===== src/rtl/relay_time_proportioning_pwm_unit_macros.svh =====
// assertion macros shared by the relay pwm rtl
`ifndef RELAY_TIME_PROPORTIONING_PWM_UNIT_MACROS_SVH
`define RELAY_TIME_PROPORTIONING_PWM_UNIT_MACROS_SVH
`ifndef NO_ASSERTIONS
`define RTPWM_ASSERT(label, prop, msg) \
  label: assert property (@(posedge clk) disable iff (rst) prop) else $error(msg);
`define RTPWM_ASSERT_NEXT(label, pre, post, msg) \
  label: assert property (@(posedge clk) disable iff (rst) (pre) |=> (post)) else $error(msg);
`else
`define RTPWM_ASSERT(label, prop, msg)
`define RTPWM_ASSERT_NEXT(label, pre, post, msg)
`endif
`endif


===== src/rtl/rtpwm_pkg.sv =====
// types and constants of the relay time-proportioning pwm unit
package rtpwm_pkg;

  localparam int NUM_INPUTS   = 12;
  localparam int CHANNELS_DEF = 12;
  localparam int WORD_W       = 12;
  localparam int LEVEL_W      = 10;
  localparam int PERIOD_W     = 8;
  localparam int CNT_W        = 13;
  localparam int PROD_W       = CNT_W + LEVEL_W;
  localparam int THR_W        = CNT_W + 1 + LEVEL_W;
  localparam int CFG_W        = 48;
  localparam int CFG_IDX_W    = 3;
  localparam int SMALL_LANES  = 6;
  localparam int TINY_OFF_LO  = 4;
  localparam int TINY_OFF_HI  = 5;
  localparam int SPAN_MUL     = 20;
  localparam int FULL_SCALE   = 1023;
  localparam logic [LEVEL_W-1:0] DIGITAL_ON = LEVEL_W'(512);

  typedef enum logic [CFG_IDX_W-1:0] {
    REG_BOARD_VARIANT = 3'd0,
    REG_CHANNEL_MODES = 3'd1,
    REG_ANALOG_MASK   = 3'd2,
    REG_PERIODS_LOW   = 3'd3,
    REG_PERIODS_HIGH  = 3'd4,
    REG_RELAY_BASE    = 3'd5
  } reg_t;

  typedef enum logic [1:0] {
    VAR_BIG   = 2'd0,
    VAR_SMALL = 2'd1,
    VAR_TINY  = 2'd2
  } variant_t;

  typedef enum logic [1:0] {
    MODE_OFF  = 2'd0,
    MODE_HAND = 2'd1,
    MODE_AUTO = 2'd2,
    MODE_HOLD = 2'd3
  } mode_t;

  typedef enum logic [1:0] {
    ACT_HOLD,
    ACT_CLEAR,
    ACT_SET,
    ACT_PWM
  } act_t;

  typedef struct packed {
    logic                active;
    logic                force_off;
    mode_t               mode;
    logic                analog;
    logic [PERIOD_W-1:0] period;
  } lane_ctl_t;

  typedef struct packed {
    logic drive;
    logic value;
  } lane_res_t;

  typedef struct packed {
    logic [LEVEL_W-1:0] level_11;
    logic [LEVEL_W-1:0] level_10;
    logic [LEVEL_W-1:0] level_9;
    logic [LEVEL_W-1:0] level_8;
    logic [LEVEL_W-1:0] level_7;
    logic [LEVEL_W-1:0] level_6;
    logic [LEVEL_W-1:0] level_5;
    logic [LEVEL_W-1:0] level_4;
    logic [LEVEL_W-1:0] level_3;
    logic [LEVEL_W-1:0] level_2;
    logic [LEVEL_W-1:0] level_1;
    logic [LEVEL_W-1:0] level_0;
  } tick_t;

  typedef struct packed {
    logic [WORD_W-1:0] relay_word;
    logic              relay_changed;
  } relay_t;

endpackage


===== src/rtl/rtpwm_lane.sv =====
// one relay channel: mode decode, pwm counter and duty compare
module rtpwm_lane (
  input  logic                                clk,
  input  logic                                rst,
  input  logic                                take,
  input  rtpwm_pkg::lane_ctl_t                ctl,
  input  logic [rtpwm_pkg::LEVEL_W-1:0]       level,
  output rtpwm_pkg::lane_res_t                res
);

`include "relay_time_proportioning_pwm_unit_macros.svh"

  logic [rtpwm_pkg::CNT_W-1:0]  cnt;
  logic [rtpwm_pkg::CNT_W-1:0]  cnt_next;
  logic [rtpwm_pkg::CNT_W-1:0]  span;
  logic [rtpwm_pkg::CNT_W-1:0]  cnt_s;
  logic [rtpwm_pkg::PROD_W-1:0] prod;
  logic [rtpwm_pkg::PROD_W-1:0] prod_s;
  logic [rtpwm_pkg::CNT_W:0]    inc;
  logic [rtpwm_pkg::THR_W-1:0]  thr;
  rtpwm_pkg::act_t              act_next;
  rtpwm_pkg::act_t              act;
  logic                         advance;

  assign span = rtpwm_pkg::CNT_W'(ctl.period) * rtpwm_pkg::CNT_W'(rtpwm_pkg::SPAN_MUL);
  assign prod = rtpwm_pkg::PROD_W'(span) * rtpwm_pkg::PROD_W'(level);

  always_comb begin
    act_next = rtpwm_pkg::ACT_HOLD;
    if (!ctl.active) begin
      act_next = rtpwm_pkg::ACT_HOLD;
    end else if (ctl.force_off) begin
      act_next = rtpwm_pkg::ACT_CLEAR;
    end else begin
      unique case (ctl.mode)
        rtpwm_pkg::MODE_OFF:  act_next = rtpwm_pkg::ACT_CLEAR;
        rtpwm_pkg::MODE_HAND: act_next = rtpwm_pkg::ACT_SET;
        rtpwm_pkg::MODE_AUTO: begin
          if (ctl.analog) begin
            act_next = rtpwm_pkg::ACT_PWM;
          end else if (level >= rtpwm_pkg::DIGITAL_ON) begin
            act_next = rtpwm_pkg::ACT_SET;
          end else begin
            act_next = rtpwm_pkg::ACT_CLEAR;
          end
        end
        rtpwm_pkg::MODE_HOLD: act_next = rtpwm_pkg::ACT_HOLD;
        default:              act_next = rtpwm_pkg::ACT_HOLD;
      endcase
    end
  end

  // counter only runs in auto analog
  assign advance  = take && (act_next == rtpwm_pkg::ACT_PWM);
  assign cnt_next = (cnt < span) ? cnt + rtpwm_pkg::CNT_W'(1) : '0;

  always_ff @(posedge clk) begin
    if (rst) begin
      cnt <= '0;
      act <= rtpwm_pkg::ACT_HOLD;
    end else begin
      if (advance) begin
        cnt <= cnt_next;
      end
      if (take) begin
        act <= act_next;
      end
    end
  end

  always_ff @(posedge clk) begin
    if (take) begin
      cnt_s  <= cnt_next;
      prod_s <= prod;
    end
  end

  // cnt < floor(prod / 1023) is the same as (cnt + 1) * 1023 <= prod
  assign inc = {1'b0, cnt_s} + (rtpwm_pkg::CNT_W + 1)'(1);
  assign thr = rtpwm_pkg::THR_W'(inc) * rtpwm_pkg::THR_W'(rtpwm_pkg::FULL_SCALE);

  always_comb begin
    unique case (act)
      rtpwm_pkg::ACT_HOLD:  res = '{drive: 1'b0, value: 1'b0};
      rtpwm_pkg::ACT_CLEAR: res = '{drive: 1'b1, value: 1'b0};
      rtpwm_pkg::ACT_SET:   res = '{drive: 1'b1, value: 1'b1};
      rtpwm_pkg::ACT_PWM:   res = '{drive: 1'b1, value: (thr <= {1'b0, prod_s})};
      default:              res = '{drive: 1'b0, value: 1'b0};
    endcase
  end

  `RTPWM_ASSERT_NEXT(a_cnt_in_span, advance, cnt <= $past(span), "pwm counter ran past its span")

endmodule


===== config.mk =====
export PLATFORM = sky130hd
export DESIGN_NAME = rtpwm_lane
export DESIGN_NICKNAME = d
export VERILOG_FILES = /design/src/rtl/rtpwm_pkg.sv /design/src/rtl/rtpwm_lane.sv
export VERILOG_INCLUDE_DIRS = /design/src /design/src/rtl
export SDC_FILE = /design/constraint.sdc
export NUM_CORES = 1
export LEC_CHECK = 0
export ABC_CLOCK_PERIOD_IN_PS = 18900
export BUFFER_PORTS_ARGS = -buffer_cell sky130_fd_sc_hd__clkbuf_2
export CAP_MARGIN = 20
export CORE_ASPECT_RATIO = 2
export CORE_MARGIN = 5
export CORE_UTILIZATION = 50
export CTS_CLUSTER_SIZE = 10
export DETAILED_ROUTE_END_ITERATION = 8
export GPL_TIMING_DRIVEN = 0
export PLACE_DENSITY = 0.71
export SYNTH_ARGS = -nofsm -noshare
export SYNTH_HDL_FRONTEND = slang
export SYNTH_SLANG_ARGS = --single-unit

===== constraint.sdc =====
create_clock -name clk -period 18.9 [get_ports clk]
set_input_delay 0.945 -clock clk [delete_from_list [all_inputs] [get_ports clk]]
set_output_delay 0.945 -clock clk [all_outputs]
set_load 0.02 [all_outputs]

==> results.md <==
* Slew at the pin closest to its max-slew limit at 1.04 ns
* # IOs at 28
* Synth Area per Inst at 9.10 µm²
* # fillers at 1932
* First-pass GRT wire length at 38.5 mm
* Top cell type's share of synthesized area at 0.253
* Hold buffers post-CTS at 0
* Ant diodes at 0
* GP Congestion at 0.909
* Starting Density at 0.508
* #FFs+latches synth at 49
* CTS tree: yes
* Final Util at 0.539
* Worst Path Required at 17.95 ns
* DR vias at 7594
* Inserted Clock Buffers at 5
* Clk slew on worst S/H paths at 0.07 ns
* Total Nets Final at 1469
* Clock Skew at 0.00534 ns
* GR Util All Layers at 0.205
* H-tree depth at 2
* ANT nets after route at 0
* Routed WL per cell at 16.3 µm
* Clock latency on the worst-skew pair at 0.30 ns
* Post-synthesis async set-or-reset flop share at 0
* Final WL at 23.0 mm
* Worst min path class: reg -> reg
* Peak Freq at 95.4 MHz
* Slew margin rel. at 0.302
* Most frequent cell after synthesis: inv_1
* Num rows at 73
* Postcts setup bufs at 0
* Maximum clock path buffer count at 2
* WS Path Type: reg -> out
* Critical path fanouts, max at 6
* Final Hold Viols at 0
* CP arrival at 9.54 ns
* Sum of negative setup slack at 0 ns
* Post-synth cell types at 50
* Port Buffers at 27
* Area Growth Syn to Fin at 6.07%
* Critical-path top delay cell: a221oi_1
* MaxCap Viol Count at 0
* Initial antenna violation count at 0
* Worst Setup End Kind: primary output
* Multi-input gate area at 7880 µm²
* Design area at 10700 µm²
* Clk root buf: clkbuf_16
* Post-synthesis sequential area ratio at 0.131
* Area leader, netlist: fa_1
* RSZ-0062 raised after global routing: no
* Vias in the first global route at 8377
* Largest net degree at the start of global routing at 38
* Die Ht at 211 µm
* Pre-antenna DRT Iters at 4
* Status: finished clean
* DRC viols at 0
* CP peak stage delay at 0.62 ns
* Share of cells above drive strength 1 at 0.0470
* EDFF count, synth at 34
* DP Area at 10600 µm²
* Post-synth top flop: edfxtp_1
* Final Max Slew Viols at 0
* Post-layout min period at 10.48 ns
* Synth area leaders: fa_1, ha_1, edfxtp_1
* Register area at 1320 µm²
* Final Cycle Share at 0.555
* Vias per cell at 5.39
* Core footprint at 19900 µm²
* Congestion Overflow GR at 0
* Mapped Cells at 1112
* Final setup viols at 0
* 1st-iter DRT viols at 246
* Chip width at 111 µm
* CTS resizes at 0
* TritonCTS Sinks at 49
* Startpoint types: flip-flop
* Mapped Nets at 1434
* Die area at 23300 µm²
* Ys Warns at 0
* Dpl hpwl at 20.6 mm
* Most instantiated cells after synthesis: inv_1, ha_1, fa_1
* Post-synthesis cell area at 10100 µm²
==> per-layer routing <==
metal	track usage	vias up	wire length, µm
met5	0	-	0
met4	0.139	0	1510
met3	0.0109	70	277
met2	0.441	106	14100
met1	0.168	3742	7100
li1	-	3676	-
==> state kept, by name (all words and copies together) (netlist names) <==
name / count
cnt: 13
prod_s: 21
act: 2
cnt_s: 13
==> logic make-up (layout without fill, tap and decap cells) <==
| logic type | after synthesis | in the layout | share of synthesized area |
|---|---|---|---|
| compound gates | 156 | 156 | 0.106 |
| xor+xnor | 81 | 81 | 0.0701 |
| fa+ha+maj | 296 | 296 | 0.461 |
| buf+inv | 239 | 275 | 0.0902 |
| flops | 49 | 49 | 0.131 |
| simple gates | 291 | 291 | 0.142 |
==> stage by stage <==
stage	setup slack [ns]	hold slack (ns)	cells
floorplan	10.48	0.448	1112
global placement	8.79	0.474	1401
detailed placement	8.69	0.479	1401
CTS	8.32	0.491	1409
global route	7.94	0.513	1410
finish	8.42	0.490	1410
==> cell type report <==
cell class / instances / share of cell area
multi-input combinational: 824 / 0.735
tap: 262 / 0.0306
buffer: 26 / 0.0105
sequential: 49 / 0.123
timing repair buffer: 28 / 0.0131
clock inverter: 3 / 0.00198
inverter: 213 / 0.0745
clock buffer: 5 / 0.0117
==> worst max-delay path, delay by kind of cell (launching register included) <==
kind / cells / cell delay (ns)
AO/OA/AOI/OAI: 11 / 3.11
XOR/XNOR: 3 / 0.80
adder cells (fa/ha/maj): 8 / 3.22
buffers and inverters: 5 / 0.74
flip-flops: 1 / 0.50
AND/OR/NAND/NOR: 5 / 0.89
==> placed cells by master (no fill, tap or decap), types with 9 or more instances in the layout <==
cell type	instances
nor2b_1	14
edfxtp_1	34
fa_1	128
nor2_1	49
a21o_1	25
nor3_1	17
ha_1	168
clkbuf_2	28
o21bai_1	12
o21a_1	11
nand2b_1	9
dfxtp_1	15
clkbuf_1	24
o21ai_0	17
o211ai_1	11
xor2_1	29
a21oi_1	39
nand3_1	27
inv_1	213
nand2_1	87
xnor2_1	52
and2_1	55
==> final timing paths <==
check             startpoint  slack [ns]        to  depth (start not counted)
setup / recovery    cnt_s[0]        8.42    res[0]                         32
hold reg to reg       cnt[1]        0.49    cnt[1]                          2
hold / removal        cnt[1]        0.49    cnt[1]                          2
setup reg to reg      cnt[3]       16.28  cnt_s[8]                          9
Power is left out: the tool's default activity adds up to more than one toggle a clock period on the data nets, which glitch-free logic cannot reach.
