$ cat src/rtl/relay_time_proportioning_pwm_unit_macros.svh
// assertion macros shared by the relay pwm rtl
`ifndef RELAY_TIME_PROPORTIONING_PWM_UNIT_MACROS_SVH
`define RELAY_TIME_PROPORTIONING_PWM_UNIT_MACROS_SVH
`ifndef NO_ASSERTIONS
`define RTPWM_ASSERT(label, prop, msg) \
  label: assert property (@(posedge clk) disable iff (rst) prop) else $error(msg);
`define RTPWM_ASSERT_NEXT(label, pre, post, msg) \
  label: assert property (@(posedge clk) disable iff (rst) (pre) |=> (post)) else $error(msg);
`else
`define RTPWM_ASSERT(label, prop, msg)
`define RTPWM_ASSERT_NEXT(label, pre, post, msg)
`endif
`endif

$ cat src/rtl/rtpwm_pkg.sv
// types and constants of the relay time-proportioning pwm unit
package rtpwm_pkg;

  localparam int NUM_INPUTS   = 12;
  localparam int CHANNELS_DEF = 12;
  localparam int WORD_W       = 12;
  localparam int LEVEL_W      = 10;
  localparam int PERIOD_W     = 8;
  localparam int CNT_W        = 13;
  localparam int PROD_W       = CNT_W + LEVEL_W;
  localparam int THR_W        = CNT_W + 1 + LEVEL_W;
  localparam int CFG_W        = 48;
  localparam int CFG_IDX_W    = 3;
  localparam int SMALL_LANES  = 6;
  localparam int TINY_OFF_LO  = 4;
  localparam int TINY_OFF_HI  = 5;
  localparam int SPAN_MUL     = 20;
  localparam int FULL_SCALE   = 1023;
  localparam logic [LEVEL_W-1:0] DIGITAL_ON = LEVEL_W'(512);

  typedef enum logic [CFG_IDX_W-1:0] {
    REG_BOARD_VARIANT = 3'd0,
    REG_CHANNEL_MODES = 3'd1,
    REG_ANALOG_MASK   = 3'd2,
    REG_PERIODS_LOW   = 3'd3,
    REG_PERIODS_HIGH  = 3'd4,
    REG_RELAY_BASE    = 3'd5
  } reg_t;

  typedef enum logic [1:0] {
    VAR_BIG   = 2'd0,
    VAR_SMALL = 2'd1,
    VAR_TINY  = 2'd2
  } variant_t;

  typedef enum logic [1:0] {
    MODE_OFF  = 2'd0,
    MODE_HAND = 2'd1,
    MODE_AUTO = 2'd2,
    MODE_HOLD = 2'd3
  } mode_t;

  typedef enum logic [1:0] {
    ACT_HOLD,
    ACT_CLEAR,
    ACT_SET,
    ACT_PWM
  } act_t;

  typedef struct packed {
    logic                active;
    logic                force_off;
    mode_t               mode;
    logic                analog;
    logic [PERIOD_W-1:0] period;
  } lane_ctl_t;

  typedef struct packed {
    logic drive;
    logic value;
  } lane_res_t;

  typedef struct packed {
    logic [LEVEL_W-1:0] level_11;
    logic [LEVEL_W-1:0] level_10;
    logic [LEVEL_W-1:0] level_9;
    logic [LEVEL_W-1:0] level_8;
    logic [LEVEL_W-1:0] level_7;
    logic [LEVEL_W-1:0] level_6;
    logic [LEVEL_W-1:0] level_5;
    logic [LEVEL_W-1:0] level_4;
    logic [LEVEL_W-1:0] level_3;
    logic [LEVEL_W-1:0] level_2;
    logic [LEVEL_W-1:0] level_1;
    logic [LEVEL_W-1:0] level_0;
  } tick_t;

  typedef struct packed {
    logic [WORD_W-1:0] relay_word;
    logic              relay_changed;
  } relay_t;

endpackage

$ cat src/rtl/rtpwm_merge.sv
// merges lane decisions into the relay word and holds the output register
module rtpwm_merge #(
  parameter int LANES = rtpwm_pkg::CHANNELS_DEF
) (
  input  logic                              clk,
  input  logic                              rst,
  input  logic                              load,
  input  logic [1:0]                        variant,
  input  logic [rtpwm_pkg::WORD_W-1:0]      base_word,
  input  rtpwm_pkg::lane_res_t [LANES-1:0]  lanes,
  input  logic                              relay_ready,
  output logic                              relay_valid,
  output rtpwm_pkg::relay_t                 relay
);

`include "relay_time_proportioning_pwm_unit_macros.svh"

  logic [rtpwm_pkg::WORD_W-1:0] last_word;
  logic [rtpwm_pkg::WORD_W-1:0] word_next;

  // undefined variant drives no lane, so the word stays and changed is 0
  always_comb begin
    word_next = (variant == rtpwm_pkg::VAR_BIG) ? base_word : last_word;
    for (int n = 0; n < LANES; n++) begin
      if (lanes[n].drive) begin
        word_next[n] = lanes[n].value;
      end
    end
  end

  always_ff @(posedge clk) begin
    if (rst) begin
      relay_valid <= 1'b0;
      last_word   <= '0;
    end else begin
      if (load) begin
        relay_valid <= 1'b1;
        last_word   <= word_next;
      end else if (relay_ready) begin
        relay_valid <= 1'b0;
      end
    end
  end

  always_ff @(posedge clk) begin
    if (load) begin
      relay.relay_word    <= word_next;
      relay.relay_changed <= (word_next != last_word);
    end
  end

  `RTPWM_ASSERT_NEXT(a_last_tracks_out, load, last_word == relay.relay_word, "last word lost")
  `RTPWM_ASSERT_NEXT(a_changed_flag, load, relay.relay_changed == (relay.relay_word != $past(last_word)), "changed flag wrong")

endmodule

$ cat config.mk
export PLATFORM = sky130hd
export DESIGN_NAME = rtpwm_merge
export DESIGN_NICKNAME = d
export VERILOG_FILES = /design/src/rtl/rtpwm_pkg.sv /design/src/rtl/rtpwm_merge.sv
export VERILOG_INCLUDE_DIRS = /design/src /design/src/rtl
export SDC_FILE = /design/constraint.sdc
export NUM_CORES = 1
export LEC_CHECK = 0
export BUFFER_PORTS_ARGS = -buffer_cell sky130_fd_sc_hd__buf_2
export CORE_ASPECT_RATIO = 1.4
export CORE_UTILIZATION = 50
export DETAILED_ROUTE_END_ITERATION = 12
export GPL_ROUTABILITY_DRIVEN = 0
export PLACE_DENSITY_LB_ADDON = 0.1
export RECOVER_POWER = 100
export SYNTH_ARGS = -nofsm -noshare
export SYNTH_HDL_FRONTEND = slang
export SYNTH_SLANG_ARGS = --single-unit
$ cat constraint.sdc
create_clock -name clk -period 2.8 [get_ports clk]
set_input_delay 0.28 -clock clk [delete_from_list [all_inputs] [get_ports clk]]
set_output_delay 0.28 -clock clk [all_outputs]
set_load 0.005 [all_outputs]
==> metrics.md, run 1 <==
| Metric | Value |
|---|---|
| Status | `complete, but fails checks` |
| Failing checks | `max-capacitance violations, max-slew violations` |
| Initial antenna violation count | `0` |
| Cell-internal power | `646 uW` |
| Layout Utilization | `64.2%` |
| Clock share of power | `27.7%` |
| Mapped Cells | `148` |
| Slew Limit Fails | `27` |
| Synth area leader | `edfxtp_1` |
| # setup viols final | `0` |
| Worst-path maximum fanout | `17` |
| Worst-skew pair later-pin latency | `0.26 ns` |
| Post_cts resized | `0` |
| Clk sink count | `26` |
| Worst setup SP type | `input pin` |
| Vias per cell | `5.60` |
| # nets final | `245` |
| DRT antenna net count | `0` |
| Crit. Startpoint | `variant[1]` |
| Reg2reg start | `last_word[3]$_SDFFE_PP0P_` |
| Hold path start | `relay_ready` |
| Required time worst endpoint | `2.81 ns` |
| Synth Area in XOR/XNOR | `3.45%` |
| Min Tclk post-route | `1.96 ns` |
| CTS Buf Count | `3` |
| Top_reg_cell synth | `edfxtp_1` |
| Net Switching | `221 uW` |
| RSZ-0062 raised after global routing | `false` |
| Total routed wirelength | `3340 um` |
| Final setup TNS | `0 ns` |
| Starting Density | `52.9%` |
| Max cap viols | `1` |
| Overall power | `868 uW` |
| Clk slew on worst S/H paths | `0.09 ns` |
| Residual DRC | `0` |
| Peak supply drop | `0.313 mV` |
| Seq pwr share | `51.4%` |
| Sw Ratio | `25.5%` |
| Gr ovfl total | `0` |
| Layout Skew | `0.00171 ns` |
| Share of cells above drive strength 1 | `34.2%` |
| Slowest stage delay, CP | `0.53 ns` |
| Diode count | `0` |
| Pwr Density | `469 mW/mm^2` |
| Final hold vios | `0` |
| Maximum clock path buffer count | `2` |
| Syn Area/Cell | `10.3 um^2` |
| Synth Area in Adders | `0%` |
| Syn Std Cell Area | `0.00152 mm^2` |
| Most frequent cell after synthesis | `nor2_1` |
| Worst setup slack for register-to-register paths | `0.99 ns` |
| Mux contribution to synthesized area | `15.0%` |
| Die width | `48.6 um` |
| Max frequency | `509 MHz` |
| Global-route wire length before repair | `5550 um` |
| DP HPWL | `2580 um` |
| Worst Path Arrival | `1.97 ns` |
| Area grow syn2layout | `21.4%` |
| Die height | `67.3 um` |
| Register area share after synthesis | `42.7%` |
| Synth area leaders | `edfxtp_1 26%, dfxtp_1 17%, mux2i_1 9.9%, nor2_1 5.4%, mux2_2 5.2%` |
| Initial DRC Count | `35` |
| Setup crit end kind | `flop` |
| CTS tree | `done` |
| Worst slew margin | `-4.48%` |
| Final worst-path cycle share | `70.1%` |
| Synth cell types | `35` |
| Crit path buf inv count | `1` |
| Vias | `1338` |
| GRT Overall Usage | `21.5%` |
| FP Rows | `23` |
| Post-synth top cells | `22 x nor2_1, 15 x mux2i_1, 13 x dfxtp_1, 13 x edfxtp_1, 8 x nand2_1` |
| Fillers | `265` |
| Drt pass-1 iters | `4` |
| Logic pwr share | `20.9%` |
| Worst Hold Class | `in -> reg` |
| CP top delay family | `simple AND/OR/NAND/NOR gates` |
| Vias in the first global route | `1351` |
| Pre-CTS WS | `0.609 ns` |
| I/O pins | `56` |
| CTS root buf | `clkbuf_8` |
| Share of the synthesized area in the top cell type | `25.6%` |
| Core area | `0.00288 mm^2` |
| Hold Slack | `0.344 ns` |
| Ys Warns | `0` |
| Synth Area in Simple Gates | `12.9%` |
| Syn_nets | `190` |
| Cts hold-fix bufs | `0` |
| PnR worst setup slack | `0.837 ns` |
| Die area | `0.00327 mm^2` |
| LEAKAGE | `0.000783 uW` |
| Highest-delay cell along the critical path | `or4_1` |
| DR WL/cell | `14.0 um` |
| EDFF count, synth | `13` |
| Largest family of logic cells by synthesized area | `compound AO/OA/AOI/OAI gates` |
| Critical path class | `in -> reg` |
| Cell Chain, Critical Path | `clkbuf_1 > or2_1 > nor2_1 > a221oi_1 > o211ai_1 > or4_1` |
| # Post-CTS Setup Buffers | `0` |
| Largest net degree at the start of global routing | `27` |
| CTS H-tree lvls | `1` |
| Async SR Flop Fraction | `0%` |
| IO buf count | `55` |
| Synth Area in Compound Gates | `21.8%` |
| Yosys reg bits | `26` |
| Worst-Margin Slew | `1.57 ns` |
==> worst min-delay path, stage by stage <==
cell     delay [ns]
buf_2          0.10
inv_1          0.04
a21oi_1        0.07
nor2_1         0.09
==> layout by cell type (no fill, tap or decap) <==
cell and count:
buf_2 49, nor2_1 22, mux2i_1 15, dfxtp_1 13, edfxtp_1 13, nand2_1 8
mux2_2 7, nand2b_1 7, o21a_1 7, clkbuf_1 7, o21ai_0 6, o311a_2 5
inv_1 4, nor3_1 4, clkbuf_8 4, xnor2_1 3, o22ai_1 3, a221oi_2 3
xor2_1 3, a31oi_1 2, a221oi_1 2, o311ai_0 2, a221o_1 2, a22oi_1 2
or2_1 1, o32ai_1 1, o211ai_1 1, nor2_2 1, a22o_1 1, a211oi_1 1
o2111ai_1 1, or4_1 1, a21oi_1 1
==> logic make-up (layout without fill, tap and decap cells) <==
group,Yosys count,count (layout)
simple gates,44,44
compound gates,40,40
flops,26,26
mux,22,22
buf+inv,10,64
xor+xnor,6,6
==> per-layer routing <==
layer	part of all wire (%)	wire length, um	track usage (%)	vias to the layer above
li1	-	-	-	674
met1	42	1400	22.2	616
met2	52	1740	41.7	43
met3	4.4	148	3.38	5
met4	1.6	53	11.4	0
met5	0	0	0	-
==> worst paths after layout <==
check	end	cells after the start
worst min-delay path	relay_valid$_SDFFE_PP0P_	4
worst max register to register	relay[0]$_DFFE_PP_	5
worst min register to register	relay_valid$_SDFFE_PP0P_	2
worst max-delay path	relay[0]$_DFFE_PP_	6
==> power groups by stage <==
stage | Clock [uW] | Sequential (uW) | Combinational (uW)
CTS | 243 | 446 | 183
floorplan | 0 | 454 | 106
global route | 255 | 450 | 200
global placement | 0 | 453 | 176
detailed placement | 0 | 454 | 182
finish | 241 | 446 | 181
==> through the flow <==
stage               std cells  instance area (um^2)
finish                    239                  1850
global route              239                  1850
CTS                       239                  1860
floorplan                 148                  1520
detailed placement        235                  1800
global placement          235                  1800
==> area by class of cell <==
cell class / instances / area [um^2] / share of cell area [%]
Clock buffer: 4 / 55.1 / 2.98
Inverter: 4 / 15.0 / 0.812
Multi-Input combinational cell: 112 / 810 / 43.8
Sequential cell: 26 / 651 / 35.2
Tap cell: 37 / 46.3 / 2.51
Timing Repair Buffer: 56 / 272 / 14.7
==> state kept, by name, indices dropped and copies added, names as in the netlist <==
register and flops:
last_word 12, relay 13, relay_valid 1
Power figures use the tool's default switching activity.
==> run 2, diff against run 1 <==
--- a/config.mk
+++ b/config.mk
@@ -6,9 +6,10 @@
 export SDC_FILE = /design/constraint.sdc
 export NUM_CORES = 1
 export LEC_CHECK = 0
+export ABC_AREA = 1
 export BUFFER_PORTS_ARGS = -buffer_cell sky130_fd_sc_hd__buf_2
 export CORE_ASPECT_RATIO = 1.4
-export CORE_UTILIZATION = 50
+export CORE_UTILIZATION = 45
 export DETAILED_ROUTE_END_ITERATION = 12
 export GPL_ROUTABILITY_DRIVEN = 0
 export PLACE_DENSITY_LB_ADDON = 0.1
==> constraint.sdc (replaced) <==
create_clock -name clk -period 1.75 [get_ports clk]
set_input_delay 0.175 -clock clk [delete_from_list [all_inputs] [get_ports clk]]
set_output_delay 0.175 -clock clk [all_outputs]
set_load 0.005 [all_outputs]
==> metrics.md, run 2 <==
| Metric | Value |
|---|---|
| I/O pins | `56 (unchanged)` |
| Synth area leaders | `edfxtp_1 25%, nand2_1 20%, dfxtp_1 16%, inv_1 12%, nand3_1 10%` |
| Vias | `1547 (+16%)` |
| Register area | `651 um^2 (unchanged)` |
| Status | `finished clean` |
| Share of cells above drive strength 1 | `20.7% (-13 points)` |
| CTS tree | `done` |
| # setup viols final | `0 (unchanged)` |
| Commonest non-fill, non-tap cell in the layout | `nand2_1` |
| IO buf count | `55 (unchanged)` |
| Min Tclk post-route | `1.36 ns` |
| Highest-count cells in the layout ignoring fill and taps | `85 x nand2_1, 49 x inv_1, 49 x buf_2, 35 x nand3_1` |
| Layout Utilization | `56.6% (-7.7 points)` |
| Most frequent cell after synthesis | `nand2_1` |
| Cts hold-fix bufs | `0 (unchanged)` |
| Share of the synthesized area in the top cell type | `24.5% (-1.1 points)` |
| Syn Std Cell Area | `0.00159 mm^2 (+4.6%)` |
| Drt pass-1 iters | `6 (+2)` |
| Final worst-path cycle share | `77.9%` |
| Post_cts resized | `0 (unchanged)` |
| Clk sink count | `26 (unchanged)` |
| Area occupied by multi-input gates | `698 um^2 (-14%)` |
| Hold path start | `relay_ready` |
| Mapped Cells | `239 (+61%)` |
| Synth cell types | `16 (-54%)` |
| Vias per cell | `4.62 (-18%)` |
| Syn Area/Cell | `6.66 um^2 (-35%)` |
| Worst Hold Class | `in -> reg` |
| GRT Overall Usage | `18.5% (-3.0 points)` |
| Largest reg by FF count | `relay` |
| Core area | `0.00338 mm^2 (+17%)` |
| Reg2reg end | `relay[0]$_DFFE_PP_` |
| Die area | `0.00378 mm^2 (+16%)` |
| Synth area leader | `edfxtp_1` |
| FP Rows | `25 (+8.7%)` |
| Residual DRC | `0 (unchanged)` |
| Register area share after synthesis | `40.8% (-1.9 points)` |
| Gr ovfl total | `0 (unchanged)` |
| Syn_nets | `281 (+48%)` |
| Final hold vios | `0 (unchanged)` |
| Ys Warns | `0 (unchanged)` |
| Worst setup slack for register-to-register paths | `0.49 ns (-0.50 ns)` |
| Layout Skew | `0.00485 ns (+0.00313 ns)` |
| Critical path class | `in -> reg` |
| Area grow syn2layout | `20.0%` |
| Reg2reg start | `last_word[9]$_SDFFE_PP0P_` |
| Worst setup SP type | `input pin` |
| Post-synth top cells | `85 x nand2_1, 49 x inv_1, 32 x nand3_1` |
| Diode count | `0 (unchanged)` |
| Worst Path Arrival | `1.39 ns (-0.58 ns)` |
| RSZ-0062 raised after global routing | `false` |
| Top flop regs | `relay x13, last_word x12, relay_valid x1` |
| R2R cell count | `9 (+4)` |
| Slew Limit Fails | `0 (-100%)` |
| Largest net degree at the start of global routing | `26 (-3.7%)` |
| Worst-path maximum fanout | `14 (-3)` |
| DP HPWL | `2490 um (-3.2%)` |
| Maximum clock path buffer count | `2 (unchanged)` |
| Global-route wire length before repair | `5280 um (-4.8%)` |
| Total routed wirelength | `3350 um (+0.18%)` |
| Worst slew margin | `47.2% (+52 points)` |
| DR WL/cell | `10.0 um (-29%)` |
| # Post-CTS Setup Buffers | `0 (unchanged)` |
| Largest register FFs | `13 (unchanged)` |
| Initial antenna violation count | `0 (unchanged)` |
| EDFF count, synth | `13 (unchanged)` |
| Hold worst-path end | `relay_valid$_SDFFE_PP0P_` |
| LEAKAGE | `0.00111 uW (+42%)` |
| Async SR Flop Fraction | `0% (unchanged)` |
| Required time worst endpoint | `1.78 ns (-1.03 ns)` |
| Setup crit end kind | `flop` |
| CTS root buf | `clkbuf_8` |
| Die width | `52.3 um (+7.5%)` |
| Max cap viols | `0 (-1)` |
| Clk slew on worst S/H paths | `0.09 ns (about the same)` |
| DRT antenna net count | `0 (unchanged)` |
| Final setup TNS | `0 ns (unchanged)` |
| Yosys reg bits | `26 (unchanged)` |
| Max frequency | `734 MHz` |
| # nets final | `338 (+38%)` |
| Peak supply drop | `0.415 mV (+33%)` |
| Worst-Margin Slew | `0.791 ns (-0.776 ns)` |
| Initial DRC Count | `28 (-20%)` |
| Hold Path Depth | `4 (unchanged)` |
| Starting Density | `47.1% (-5.8 points)` |
| Worst-skew pair later-pin latency | `0.27 ns (about the same)` |
| Vias in the first global route | `1298 (-3.9%)` |
| Overall power | `1360 uW (+56%)` |
| Die height | `72.4 um (+7.6%)` |
| CTS Buf Count | `3 (unchanged)` |
| CTS H-tree lvls | `1 (unchanged)` |
| Top_reg_cell synth | `edfxtp_1` |
| Pwr Density | `710 mW/mm^2 (+51%)` |
| Fillers | `363 (+37%)` |
==> run 2: cell count changes in the layout (fill, tap and decap cells not counted), moves of 4 or more <==
cell      previous run  this run
nand2_1              8        85
inv_1                4        49
nand3_1              0        35
nor2_1              22         4
mux2i_1             15         0
a21oi_1              1        13
mux2_2               7         0
nand2b_1             7         0
o21a_1               7         0
o21ai_0              6        12
or2_2                0         6
o311a_2              5         0
nor3_1               4         0
==> run 2: worst max-delay path by stage <==
stage | from | to | slack, ns | depth (start not counted)
after floorplan | variant[1] | relay[0]$_DFFE_PP_ | 0.58 | 9
after global placement | variant[1] | relay[0]$_DFFE_PP_ | 0.25 | 10
after detailed placement | variant[1] | relay[0]$_DFFE_PP_ | 0.22 | 10
after CTS | last_word[11]$_SDFFE_PP0P_ | relay[0]$_DFFE_PP_ | 0.49 | 9
after global routing | variant[1] | relay[0]$_DFFE_PP_ | 0.26 | 10
final | variant[1] | relay[0]$_DFFE_PP_ | 0.39 | 10
==> run 2: routing by layer <==
metal,routed length (um),vias up,track usage (%)
li1,-,853,-
met1,1500,661,21.9
met2,1690,29,32.2
met3,110,4,2.31
met4,51,0,8.48
met5,0,-,0
==> run 2: power breakdown <==
| group | leakage [uW] | internal (uW) | switching, uW |
|---|---|---|---|
| registers | 0.000235 | 689 | 18.0 |
| logic | 0.000851 | 124 | 174 |
| clock network | 0.0000228 | 163 | 188 |
==> run 2: metrics by stage <==
step                cell area, um^2  std cells  worst slack (ns)  hold slack, ns
detailed placement             1900        331             0.225           0.426
CTS                            1940        335             0.491           0.126
global placement               1900        331             0.250           0.429
global route                   1910        335             0.257           0.148
floorplan                      1590        239             0.577           0.287
finish                         1910        335             0.387           0.140
==> run 2: layout make-up <==
class                   instances  share of cell area, %
flip-flops and latches         26                   34.1
repair buffers                 57                   14.6
inverters                      50                   9.82
clock buffers                   4                   2.36
multi-input cells             158                   36.5
well taps                      40                   2.62
==> run 2: logic make-up (layout without fill, tap and decap cells) <==
kind of cell	after synthesis	after routing	synth area share, %
flip-flops	26	26	40.8
AO/OA/AOI/OAI	25	25	7.86
buffers and inverters	55	111	13.9
AND/OR/NAND/NOR	133	133	37.4
==> run 2: worst max-delay path, stage by stage <==
cell	delay [ns]
buf_2	0.10
nor2_1	0.27
buf_4	0.27
nand2_1	0.08
nand3_1	0.10
nand3_1	0.07
nand2_1	0.06
nand2_1	0.05
nor2_1	0.13
nand3_1	0.09
